`config.mk`:
```
export PLATFORM = sky130hd
export DESIGN_NAME = stuffed_frame_receiver_crc_check
export DESIGN_NICKNAME = d
export VERILOG_FILES = /design/src/sv/sfrcc_pkg.sv /design/src/sv/sfrcc_deframer.sv /design/src/sv/sfrcc_classify.sv /design/src/sv/stuffed_frame_receiver_crc_check.sv
export SDC_FILE = /design/constraint.sdc
export NUM_CORES = 1
export LEC_CHECK = 0
export ABC_CLOCK_PERIOD_IN_PS = 12000
export BUFFER_PORTS_ARGS = -buffer_cell sky130_fd_sc_hd__buf_2
export CAP_MARGIN = 20
export CORE_UTILIZATION = 28
export DETAILED_ROUTE_END_ITERATION = 10
export GPL_TIMING_DRIVEN = 1
export PLACE_DENSITY = 0.42
export SLEW_MARGIN = 20
export SYNTH_ARGS = -nofsm -noshare
export SYNTH_HDL_FRONTEND = slang
export SYNTH_SLANG_ARGS = --single-unit
```
`constraint.sdc`:
```
create_clock -name clk -period 12 [get_ports clk]
set_clock_uncertainty 0.1 [all_clocks]
set_input_delay 1.8 -clock clk [delete_from_list [all_inputs] [get_ports clk]]
set_output_delay 1.8 -clock clk [all_outputs]
set_load 0.01 [all_outputs]
```
`src/sv/sfrcc_pkg.sv`:
```
// Shared types, constants and the CRC step of the stuffed frame receiver.
package sfrcc_pkg;

  localparam int MAX_FRAME_BYTES = 64;
  localparam int CNT_W = $clog2(MAX_FRAME_BYTES + 1);
  localparam logic [CNT_W-1:0] MAX_CNT = CNT_W'(MAX_FRAME_BYTES);

  localparam logic [7:0] FLAG_BYTE = 8'h7e;
  localparam logic [7:0] ESC_BYTE = 8'h7d;
  localparam logic [7:0] ESC_XOR = 8'h20;
  localparam logic [7:0] TYPE_ACK = 8'h43;
  localparam logic [7:0] TYPE_DATA = 8'h45;
  localparam logic [7:0] CMD_SENSOR = 8'h01;
  localparam logic [7:0] SUB_SENSOR = 8'h05;
  localparam logic [7:0] DLEN_SENSOR = 8'h0a;
  localparam logic [7:0] CMD_FAN = 8'h03;
  localparam logic [7:0] SUB_FAN_ON = 8'h11;
  localparam logic [7:0] SUB_FAN_OFF = 8'h12;
  localparam logic [7:0] OWN_ID_RESET = 8'h5e;

  localparam logic [2:0] KIND_SHORT = 3'd0;
  localparam logic [2:0] KIND_CRC_ERR = 3'd1;
  localparam logic [2:0] KIND_ACK = 3'd2;
  localparam logic [2:0] KIND_SENSOR = 3'd3;
  localparam logic [2:0] KIND_FAN_ON = 3'd4;
  localparam logic [2:0] KIND_FAN_OFF = 3'd5;
  localparam logic [2:0] KIND_IGNORED = 3'd6;

  // Fields of a frame at its closing flag.
  typedef struct packed {
    logic close;
    logic [CNT_W-1:0] count;
    logic crc_ok;
    logic [7:0] ftype;
    logic [7:0] mod_id;
    logic [7:0] cmd;
    logic [7:0] sub;
    logic [7:0] dlen;
    logic [31:0] sensor;
  } frame_t;

  typedef struct packed {
    logic [2:0] frame_kind;
    logic [15:0] temp_raw;
    logic [15:0] humi_raw;
    logic [6:0] frame_length;
  } result_t;

  // One byte of CRC-16/CCITT, bytewise shift-and-xor form.
  function automatic logic [15:0] crc_step(input logic [15:0] crc_in, input logic [7:0] b);
    logic [15:0] c;
    c = {crc_in[7:0], crc_in[15:8]};
    c[7:0] = c[7:0] ^ b;
    c = c ^ {12'd0, c[7:4]};
    c = c ^ {c[3:0], 12'd0};
    c = c ^ {3'd0, c[7:0], 5'd0};
    return c;
  endfunction

endpackage

```
`src/sv/sfrcc_deframer.sv`:
```
// Flag detection, unstuffing, running CRC and header capture; one byte per en cycle.
module sfrcc_deframer (
  input  logic clk,
  input  logic rst,
  input  logic en,
  input  logic [7:0] rx_byte,
  output sfrcc_pkg::frame_t frame
);

  logic [7:0] previous_byte;
  logic frame_open;
  logic escape_pending;
  logic [sfrcc_pkg::CNT_W-1:0] byte_count;
  logic [15:0] crc_lagged;
  logic [15:0] last_two_bytes;
  logic [7:0] ftype, mod_id, cmd, sub, dlen;
  logic [31:0] sensor_words;

  logic is_flag, is_esc, has_room;
  logic [7:0] value;

  assign is_flag = (rx_byte == sfrcc_pkg::FLAG_BYTE);
  assign is_esc = (rx_byte == sfrcc_pkg::ESC_BYTE);
  assign has_room = (byte_count < sfrcc_pkg::MAX_CNT);
  assign value = escape_pending ? (rx_byte ^ sfrcc_pkg::ESC_XOR) : rx_byte;

  always_comb begin
    frame.close = en && is_flag && (previous_byte != sfrcc_pkg::FLAG_BYTE) &&
                  frame_open && has_room;
    frame.count = byte_count;
    frame.crc_ok = (crc_lagged == last_two_bytes);
    frame.ftype = ftype;
    frame.mod_id = mod_id;
    frame.cmd = cmd;
    frame.sub = sub;
    frame.dlen = dlen;
    frame.sensor = sensor_words;
  end

  always_ff @(posedge clk) begin
    if (rst) begin
      previous_byte <= sfrcc_pkg::FLAG_BYTE;
      frame_open <= 1'b0;
      escape_pending <= 1'b0;
      byte_count <= '0;
      crc_lagged <= '0;
      last_two_bytes <= '0;
      ftype <= '0;
      mod_id <= '0;
      cmd <= '0;
      sub <= '0;
      dlen <= '0;
      sensor_words <= '0;
    end else if (en) begin
      previous_byte <= rx_byte;
      if (is_flag) begin
        escape_pending <= 1'b0;
        if (previous_byte == sfrcc_pkg::FLAG_BYTE) begin
          frame_open <= 1'b1;
          byte_count <= '0;
          crc_lagged <= '0;
          last_two_bytes <= '0;
          ftype <= '0;
          mod_id <= '0;
          cmd <= '0;
          sub <= '0;
          dlen <= '0;
          sensor_words <= '0;
        end else begin
          frame_open <= 1'b0;
        end
      end else if (is_esc && frame_open) begin
        escape_pending <= 1'b1;
      end else if (frame_open) begin
        escape_pending <= 1'b0;
        if (has_room) begin
          // The CRC trails by two bytes so the received CRC never enters it.
          if (byte_count >= sfrcc_pkg::CNT_W'(2)) begin
            crc_lagged <= sfrcc_pkg::crc_step(crc_lagged, last_two_bytes[7:0]);
          end
          last_two_bytes <= {value, last_two_bytes[15:8]};
          byte_count <= byte_count + 1'b1;
          case (byte_count)
            sfrcc_pkg::CNT_W'(0):  ftype <= value;
            sfrcc_pkg::CNT_W'(9):  mod_id <= value;
            sfrcc_pkg::CNT_W'(10): cmd <= value;
            sfrcc_pkg::CNT_W'(11): sub <= value;
            sfrcc_pkg::CNT_W'(12): dlen <= value;
            sfrcc_pkg::CNT_W'(15): sensor_words[7:0] <= value;
            sfrcc_pkg::CNT_W'(16): sensor_words[15:8] <= value;
            sfrcc_pkg::CNT_W'(17): sensor_words[23:16] <= value;
            sfrcc_pkg::CNT_W'(18): sensor_words[31:24] <= value;
            default: ;
          endcase
        end else begin
          frame_open <= 1'b0;
        end
      end
    end
  end

endmodule

```
`src/sv/sfrcc_classify.sv`:
```
// Classification of a closed frame into its result item.
module sfrcc_classify (
  input  sfrcc_pkg::frame_t frame,
  input  logic [7:0] own_module_id,
  output sfrcc_pkg::result_t result
);

  logic is_sensor_hdr;
  logic [2:0] kind;

  assign is_sensor_hdr = (frame.cmd == sfrcc_pkg::CMD_SENSOR) &&
                         (frame.sub == sfrcc_pkg::SUB_SENSOR) &&
                         (frame.dlen == sfrcc_pkg::DLEN_SENSOR);

  always_comb begin
    if (frame.count < sfrcc_pkg::CNT_W'(3)) begin
      kind = sfrcc_pkg::KIND_SHORT;
    end else if (!frame.crc_ok) begin
      kind = sfrcc_pkg::KIND_CRC_ERR;
    end else if (frame.ftype == sfrcc_pkg::TYPE_ACK) begin
      kind = sfrcc_pkg::KIND_ACK;
    end else if (frame.ftype != sfrcc_pkg::TYPE_DATA) begin
      kind = sfrcc_pkg::KIND_IGNORED;
    end else if (frame.count < sfrcc_pkg::CNT_W'(15)) begin
      kind = sfrcc_pkg::KIND_SHORT;
    end else if (frame.mod_id != own_module_id) begin
      kind = sfrcc_pkg::KIND_IGNORED;
    end else if (is_sensor_hdr) begin
      kind = (frame.count < sfrcc_pkg::CNT_W'(25)) ? sfrcc_pkg::KIND_SHORT
                                                   : sfrcc_pkg::KIND_SENSOR;
    end else if (frame.cmd == sfrcc_pkg::CMD_FAN && frame.sub == sfrcc_pkg::SUB_FAN_ON) begin
      kind = sfrcc_pkg::KIND_FAN_ON;
    end else if (frame.cmd == sfrcc_pkg::CMD_FAN && frame.sub == sfrcc_pkg::SUB_FAN_OFF) begin
      kind = sfrcc_pkg::KIND_FAN_OFF;
    end else begin
      kind = sfrcc_pkg::KIND_IGNORED;
    end
  end

  always_comb begin
    result.frame_kind = kind;
    result.temp_raw = (kind == sfrcc_pkg::KIND_SENSOR) ? frame.sensor[15:0] : 16'd0;
    result.humi_raw = (kind == sfrcc_pkg::KIND_SENSOR) ? frame.sensor[31:16] : 16'd0;
    result.frame_length = 7'(frame.count);
  end

endmodule

```
`src/sv/stuffed_frame_receiver_crc_check.sv`:
```
// Receives byte-stuffed frames, checks CRC-16/CCITT and emits one classified result per
// closed frame. An item is taken every cycle unless the pipeline is held: the byte is
// registered in the input register, then processed from there by the deframer and
// classifier, and the result is captured in the output register. A stalled output holds
// the pipeline only while both the input register and the output register are full.
// There is no clearing pass after reset.
module stuffed_frame_receiver_crc_check (
  input  logic clk,
  input  logic rst,
  input  logic s_axis_tvalid,
  output logic s_axis_tready,
  input  logic [7:0] s_axis_tdata,   // rx_byte
  output logic m_axis_tvalid,
  input  logic m_axis_tready,
  output logic [39:0] m_axis_tdata,  // temp_raw, humi_raw, frame_length, zero fill
  output logic [2:0] m_axis_tuser,   // frame_kind
  input  logic cfg_valid,
  output logic cfg_ready,
  input  logic [7:0] cfg_data        // own_module_id
);

  logic in_valid;
  logic [7:0] in_byte;
  logic advance;
  logic [7:0] own_module_id;
  sfrcc_pkg::frame_t frame;
  sfrcc_pkg::result_t result;
  sfrcc_pkg::result_t out_reg;

  assign advance = !m_axis_tvalid || m_axis_tready;
  assign s_axis_tready = !in_valid || advance;
  assign cfg_ready = 1'b1;

  always_ff @(posedge clk) begin
    if (rst) begin
      own_module_id <= sfrcc_pkg::OWN_ID_RESET;
    end else if (cfg_valid) begin
      own_module_id <= cfg_data;
    end
  end

  always_ff @(posedge clk) begin
    if (rst) begin
      in_valid <= 1'b0;
    end else if (s_axis_tready) begin
      in_valid <= s_axis_tvalid;
    end
  end

  always_ff @(posedge clk) begin
    if (s_axis_tready && s_axis_tvalid) begin
      in_byte <= s_axis_tdata;
    end
  end

  sfrcc_deframer u_deframer (
    .clk     (clk),
    .rst     (rst),
    .en      (in_valid && advance),
    .rx_byte (in_byte),
    .frame   (frame)
  );

  sfrcc_classify u_classify (
    .frame         (frame),
    .own_module_id (own_module_id),
    .result        (result)
  );

  always_ff @(posedge clk) begin
    if (rst) begin
      m_axis_tvalid <= 1'b0;
    end else if (advance) begin
      m_axis_tvalid <= frame.close;
    end
  end

  always_ff @(posedge clk) begin
    if (advance && frame.close) begin
      out_reg <= result;
    end
  end

  assign m_axis_tuser = out_reg.frame_kind;
  assign m_axis_tdata = {1'b0, out_reg.frame_length, out_reg.humi_raw, out_reg.temp_raw};

endmodule

```
==> flow_summary.toml, run 1 <==
[drt]
drt_iter0_markers = 368
drc = 14
wire_per_inst_um = 16.2
ant_nets = 0
num_vias = 5204
routed_wl_um = 18400
drt_pass1_iterations = 8
vias_per_cell = 4.59

[cts]
hold_buffers = 0
path_clk_slew_ns = 0.07
post-cts-setup-buffers = 0
numCtsBuffers = 17
cts_tree = "done"
clock_latency_ns = 0.43
clockBufferDepth = 2
cts-resized-gates = 0
cts-root-buf = "clkbuf_16"
cts_num_sinks = 181
h-tree-depth = 4

[finish]
nets = 812
drive_above_1_share_pct = 14.1
syn2layout_area_growth_pct = 14.7
stdcell_count = 1135
layout_common_cells = "131 x dfxtp_1, 89 x nand2_1, 70 x nor2_1, 64 x buf_2, 60 x mux2i_1"
fin_area_um2 = 8630
nFillCells = 2673
layout_commonest_cell = "dfxtp_1"
diodes = 0

[global_routing]
grt_antenna_before_repair = 1
use_met2_pct = 20.8
use_met1_pct = 19.5
busiest_layer = "met2"
grtUsageMet3_pct = 2.98
grt_usage_pct = 13.7
grt_max_degree = 88
grt_pass1_wl_um = 29100
grt_overflow_total = 0
grt_pass1_vias = 4989

[power]
combPwrFrac_pct = 2.9
leakagePower_nw = 3.66
p_int_mw = 0.910
share_clk_of_total_power_pct = 43.9
vdd_drop_max_v = 0.0000647
switchingPower_mw = 0.292
power_density_nw_per_um2 = 139
seqPwrFrac_pct = 53.2
swShare_pct = 24.3

[yosys]
synth_warnings = 0
synth_cell_types = 48
synth_nets = 774
postSynthCellCount = 749
ys_async_sr_fraction_pct = 0
synth_enable_flop_cells = 50
avgSynthCellArea_um2 = 10.0
syn_area_um2 = 7520
ys_seq_elements = 181
synth_seq_area_share_pct = 54.8
synth_ff_type = "dfxtp_1"

[floorplan]
start_util_pct = 28.7
rows = 59
die_w_um = 166
die_h_um = 166
dieArea_um2 = 27500
io_pins = 67
coreArea_um2 = 26200

[sta]
fmax_mhz = 237
slew_violations = 0
rsz0062_at_grt = "no"
min_period_ns = 4.21
hold_viol = 0
fin_crit_sh_pct = 35.1
tns_ns = 0
setup_viol_count_final = 0
max-slew-margin-rel_pct = 34.4
worst-slew-pin-transition_ns = 0.984

[job]
cap_viol_max_count = 0

[placed_design]
hpwl_um = 11900
gp_congestion = 0.797
portBuffers = 64
dpl.cell_count = 1103
place_area_um2 = 8070

[worst_setup_path]
cp_max_fo = 3
cp-start-kind = "input pin"
cp.arrival_ns = 2.31
cp-end-kind = "output port"
required_ns = 10.10
timing.setup.critical_path_class = "input pin to output port"

[outcome]
status = "complete, but fails checks"
violations = "DRC"

[worst_hold_path]
worstHoldPathType = "flip-flop to flip-flop"
[layout make-up]
type                            count  area, um^2  area share, %
Clock buffer                       17         425           4.93
Clock inverter                     15         123           1.42
Inverter                            9        33.8          0.392
Multi-Input combinational cell    510        3150           36.5
Sequential cell                   181        4120           47.8
Tap cell                          335         419           4.86
Timing Repair Buffer               68         350           4.06
[registers in the layout, summed over array words and instances, names as in the netlist, 8 cells and up]
name                       count
m_axis_tdata                  39
u_deframer.sensor_words       32
u_deframer.crc_lagged         16
u_deframer.last_two_bytes     16
in_byte                        8
own_module_id                  8
u_deframer.cmd                 8
u_deframer.dlen                8
u_deframer.ftype               8
u_deframer.mod_id              8
u_deframer.previous_byte       8
u_deframer.sub                 8
[Yosys cell counts (10+ instances only)]
library cell,number,share of area (%)
nand2_1,89,4.4
o21ai_1,12,0.80
edfxtp_1,50,20
o21ai_0,10,0.67
buf_2,11,0.73
nand3_1,41,2.7
and2_1,38,3.2
nor2_1,70,3.5
dfxtp_1,131,35
xnor2_1,24,2.8
nor3_1,13,0.86
mux2i_1,60,8.0
xor2_1,30,3.5
a21oi_1,45,3.0
clkbuf_1,27,1.3
[per-layer routing]
| metal | wire length (um) | share of wire [%] |
|---|---|---|
| met5 | 0 | 0 |
| met2 | 8060 | 44 |
| met3 | 634 | 3.4 |
| met1 | 9540 | 52 |
| met4 | 158 | 0.86 |
[worst paths after layout]
check	startpoint	depth (start not counted)	slack, ns	end
setup / recovery	m_axis_tready	4	7.79	s_axis_tready
hold / removal	u_deframer.dlen[5]	2	0.36	u_deframer.dlen[5]
setup reg to reg	in_byte[7]	6	8.71	u_deframer.sensor_words[26]
hold reg to reg	u_deframer.dlen[5]	2	0.36	u_deframer.dlen[5]
[critical path, stage by stage]
cell,delay (ns)
buf_2,0.10
nor2b_1,0.18
nand2_1,0.09
buf_2,0.14
[kinds of logic (layout without fill, tap and decap cells)]
family	count (synthesis)	after routing	share of synthesized area, %
AOI/OAI and AO/OA	85	85	6.42
xor gates and xnor gates	54	54	6.29
adders and majority gates	4	4	0.665
buffers and inverters	58	109	3.58
DFF	181	181	54.8
muxes	60	60	7.98
other	2	2	0.0998
and+or+nand+nor	305	305	20.1
[stage by stage]
| stage | power [mW] | hold slack (ns) | setup slack (ns) | util [%] |
|---|---|---|---|---|
| 6_report | 1.20 | 0.359 | 7.79 | 32.9 |
| 5_1_grt | 1.25 | 0.379 | 7.73 | 32.9 |
| 4_1_cts | 1.22 | 0.361 | 7.79 | 32.9 |
| 3_5_place_dp | 0.690 | 0.350 | 7.79 | 30.8 |
| 3_3_place_gp | 0.690 | 0.345 | 7.80 | 30.8 |
| 2_1_floorplan | 0.672 | 0.306 | 6.23 | - |
[power by group through the flow]
| stage | Sequential [mW] | Clock [mW] | Combinational, mW |
|---|---|---|---|
| after CTS | 0.640 | 0.546 | 0.0361 |
| final | 0.640 | 0.528 | 0.0349 |
| after floorplan | 0.647 | 0 | 0.0254 |
| after detailed placement | 0.654 | 0 | 0.0360 |
| after global placement | 0.654 | 0 | 0.0360 |
| after global routing | 0.640 | 0.569 | 0.0387 |
No activity file was read; power rests on OpenSTA's default activity.
==> run 2, diff against run 1 <==
--- a/config.mk
+++ b/config.mk
@@ -5,13 +5,13 @@
 export SDC_FILE = /design/constraint.sdc
 export NUM_CORES = 1
 export LEC_CHECK = 0
-export ABC_CLOCK_PERIOD_IN_PS = 12000
+export ABC_CLOCK_PERIOD_IN_PS = 3550
 export BUFFER_PORTS_ARGS = -buffer_cell sky130_fd_sc_hd__buf_2
 export CAP_MARGIN = 20
 export CORE_UTILIZATION = 28
 export DETAILED_ROUTE_END_ITERATION = 10
 export GPL_TIMING_DRIVEN = 1
-export PLACE_DENSITY = 0.42
+export PLACE_DENSITY = 0.43
 export SLEW_MARGIN = 20
 export SYNTH_ARGS = -nofsm -noshare
 export SYNTH_HDL_FRONTEND = slang
==> constraint.sdc (replaced) <==
create_clock -name clk -period 3.55 [get_ports clk]
set_clock_uncertainty 0.1 [all_clocks]
set_input_delay 0.5325 -clock clk [delete_from_list [all_inputs] [get_ports clk]]
set_output_delay 0.5325 -clock clk [all_outputs]
set_load 0.01 [all_outputs]
==> flow_summary.toml, run 2 (synthesis gave the netlist of run 1 again) <==
[finish]
stdcell_count = 1145
final_core_util_pct = 33.5
diodes = 0
largest_register_ffs = 39
layout_commonest_cell = "dfxtp_1"
syn2layout_area_growth_pct = 16.7
drive_above_1_share_pct = 14.9
nets = 822
layout_common_cells = "131 x dfxtp_1, 89 x nand2_1, 70 x nor2_1, 64 x buf_2, 60 x mux2i_1"

[sta]
rsz0062_at_grt = "no"
max-slew-margin-rel_pct = 39.3
tns_ns = 0
min_period_ns = 2.77
worst-slew-pin-transition_ns = 0.911
fmax_mhz = 361
setup_ws_ns = 0.778
hold_viol = 0
slew_violations = 0
setup_viol_count_final = 0
fin_crit_sh_pct = 78.1

[global_routing]
grt_pass1_wl_um = 30300
grt_overflow_total = 0
grt_antenna_before_repair = 0
grt_pass1_vias = 5116
grt_max_degree = 74
grt_usage_pct = 14.3

[outcome]
status = "complete, but fails checks"
violations = "DRC"

[floorplan]
start_util_pct = 28.7
coreArea_um2 = 26200
dieArea_um2 = 27500
die_h_um = 166
io_pins = 67
die_w_um = 166
rows = 59

[placed_design]
gp_congestion = 0.782
dpl.cell_count = 1113
hpwl_um = 12600
portBuffers = 64
place_ws_ns = 0.796

[drt]
drc = 11
drt_pass1_iterations = 11
wire_per_inst_um = 16.5
drt_iter0_markers = 469
routed_wl_um = 18900
num_vias = 5296
ant_nets = 0
vias_per_cell = 4.63

[cts]
hold_buffers = 0
path_clk_slew_ns = 0.08
cts-resized-gates = 0
cts-root-buf = "clkbuf_16"
post-cts-setup-buffers = 0
numCtsBuffers = 17
clockBufferDepth = 2
cts_tree = "done"
h-tree-depth = 4
clock_latency_ns = 0.44
cts_num_sinks = 181

[worst_setup_path]
cp_max_fo = 14
cp-end-kind = "flip-flop"
cp-start-kind = "flip-flop"
required_ns = 3.74
timing.setup.critical_path_class = "flip-flop to flip-flop"
cp.arrival_ns = 2.96

[power]
power_density_nw_per_um2 = 477
vdd_drop_max_v = 0.000259
leakagePower_nw = 3.76

[job]
cap_viol_max_count = 0

[worst_hold_path]
worstHoldPathType = "input pin to flip-flop"
-- run 2: changes by cell type in the layout (fill, tap and decap cells not counted), sizes merged --
cell / change
clkinv: +6
clkinvlp: -6
buf: +10
-- run 2: power breakdown --
part / switching [mW] / total, mW / internal, mW
clock network: 0.943 / 1.90 / 0.954
registers: 0.0158 / 2.14 / 2.13
logic: 0.0996 / 0.140 / 0.0402
total: 1.06 / 4.18 / 3.12
-- run 2: per-stage QoR --
| stage | instance area (um^2) | total power [mW] | hold WS, ns |
|---|---|---|---|
| 2_1_floorplan | 7530 | 2.27 | 0.306 |
| 3_3_place_gp | 8160 | 2.34 | 0.346 |
| 3_5_place_dp | 8160 | 2.34 | 0.351 |
| 4_1_cts | 8770 | 4.24 | 0.150 |
| 5_1_grt | 8780 | 4.35 | 0.144 |
| 6_report | 8780 | 4.18 | 0.163 |
-- run 2: worst paths after layout --
path	start	end	slack, ns	depth (start not counted)
min reg2reg	u_deframer.sensor_words[25]	u_deframer.sensor_words[25]	0.36	2
max reg2reg	in_byte[7]	u_deframer.mod_id[0]	0.78	7
min	s_axis_tdata[3]	in_byte[3]	0.16	1
max	in_byte[7]	u_deframer.mod_id[0]	0.78	7
-- run 2: routing by layer --
| metal | wire length [um] | vias up | global-route usage, % | part of all wire (%) |
|---|---|---|---|---|
| met1 | 9620 | 2519 | 20.7 | 51 |
| met4 | 193 | 0 | 4.02 | 1.0 |
| met2 | 8270 | 95 | 21.4 | 44 |
| li1 | - | 2669 | - | - |
| met3 | 784 | 13 | 3.00 | 4.2 |
| met5 | 0 | - | 0 | 0 |
-- run 2: cell type report --
cell class,count,area [um^2]
multi-input cells,510,3150
inverters,9,33.8
clock inverters,15,181
repair buffers,78,438
clock buffers,17,425
fillers,2706,17400
flip-flops and latches,181,4120
well taps,335,419
-- run 2: worst max-delay path, cell delays in order (launching register included) --
cell,delay (ns)
edfxtp_1,0.45
nor2b_2,0.23
and4b_1,0.56
a21o_1,0.34
buf_4,0.19
or3_1,0.45
mux2i_1,0.25
nor2_1,0.05
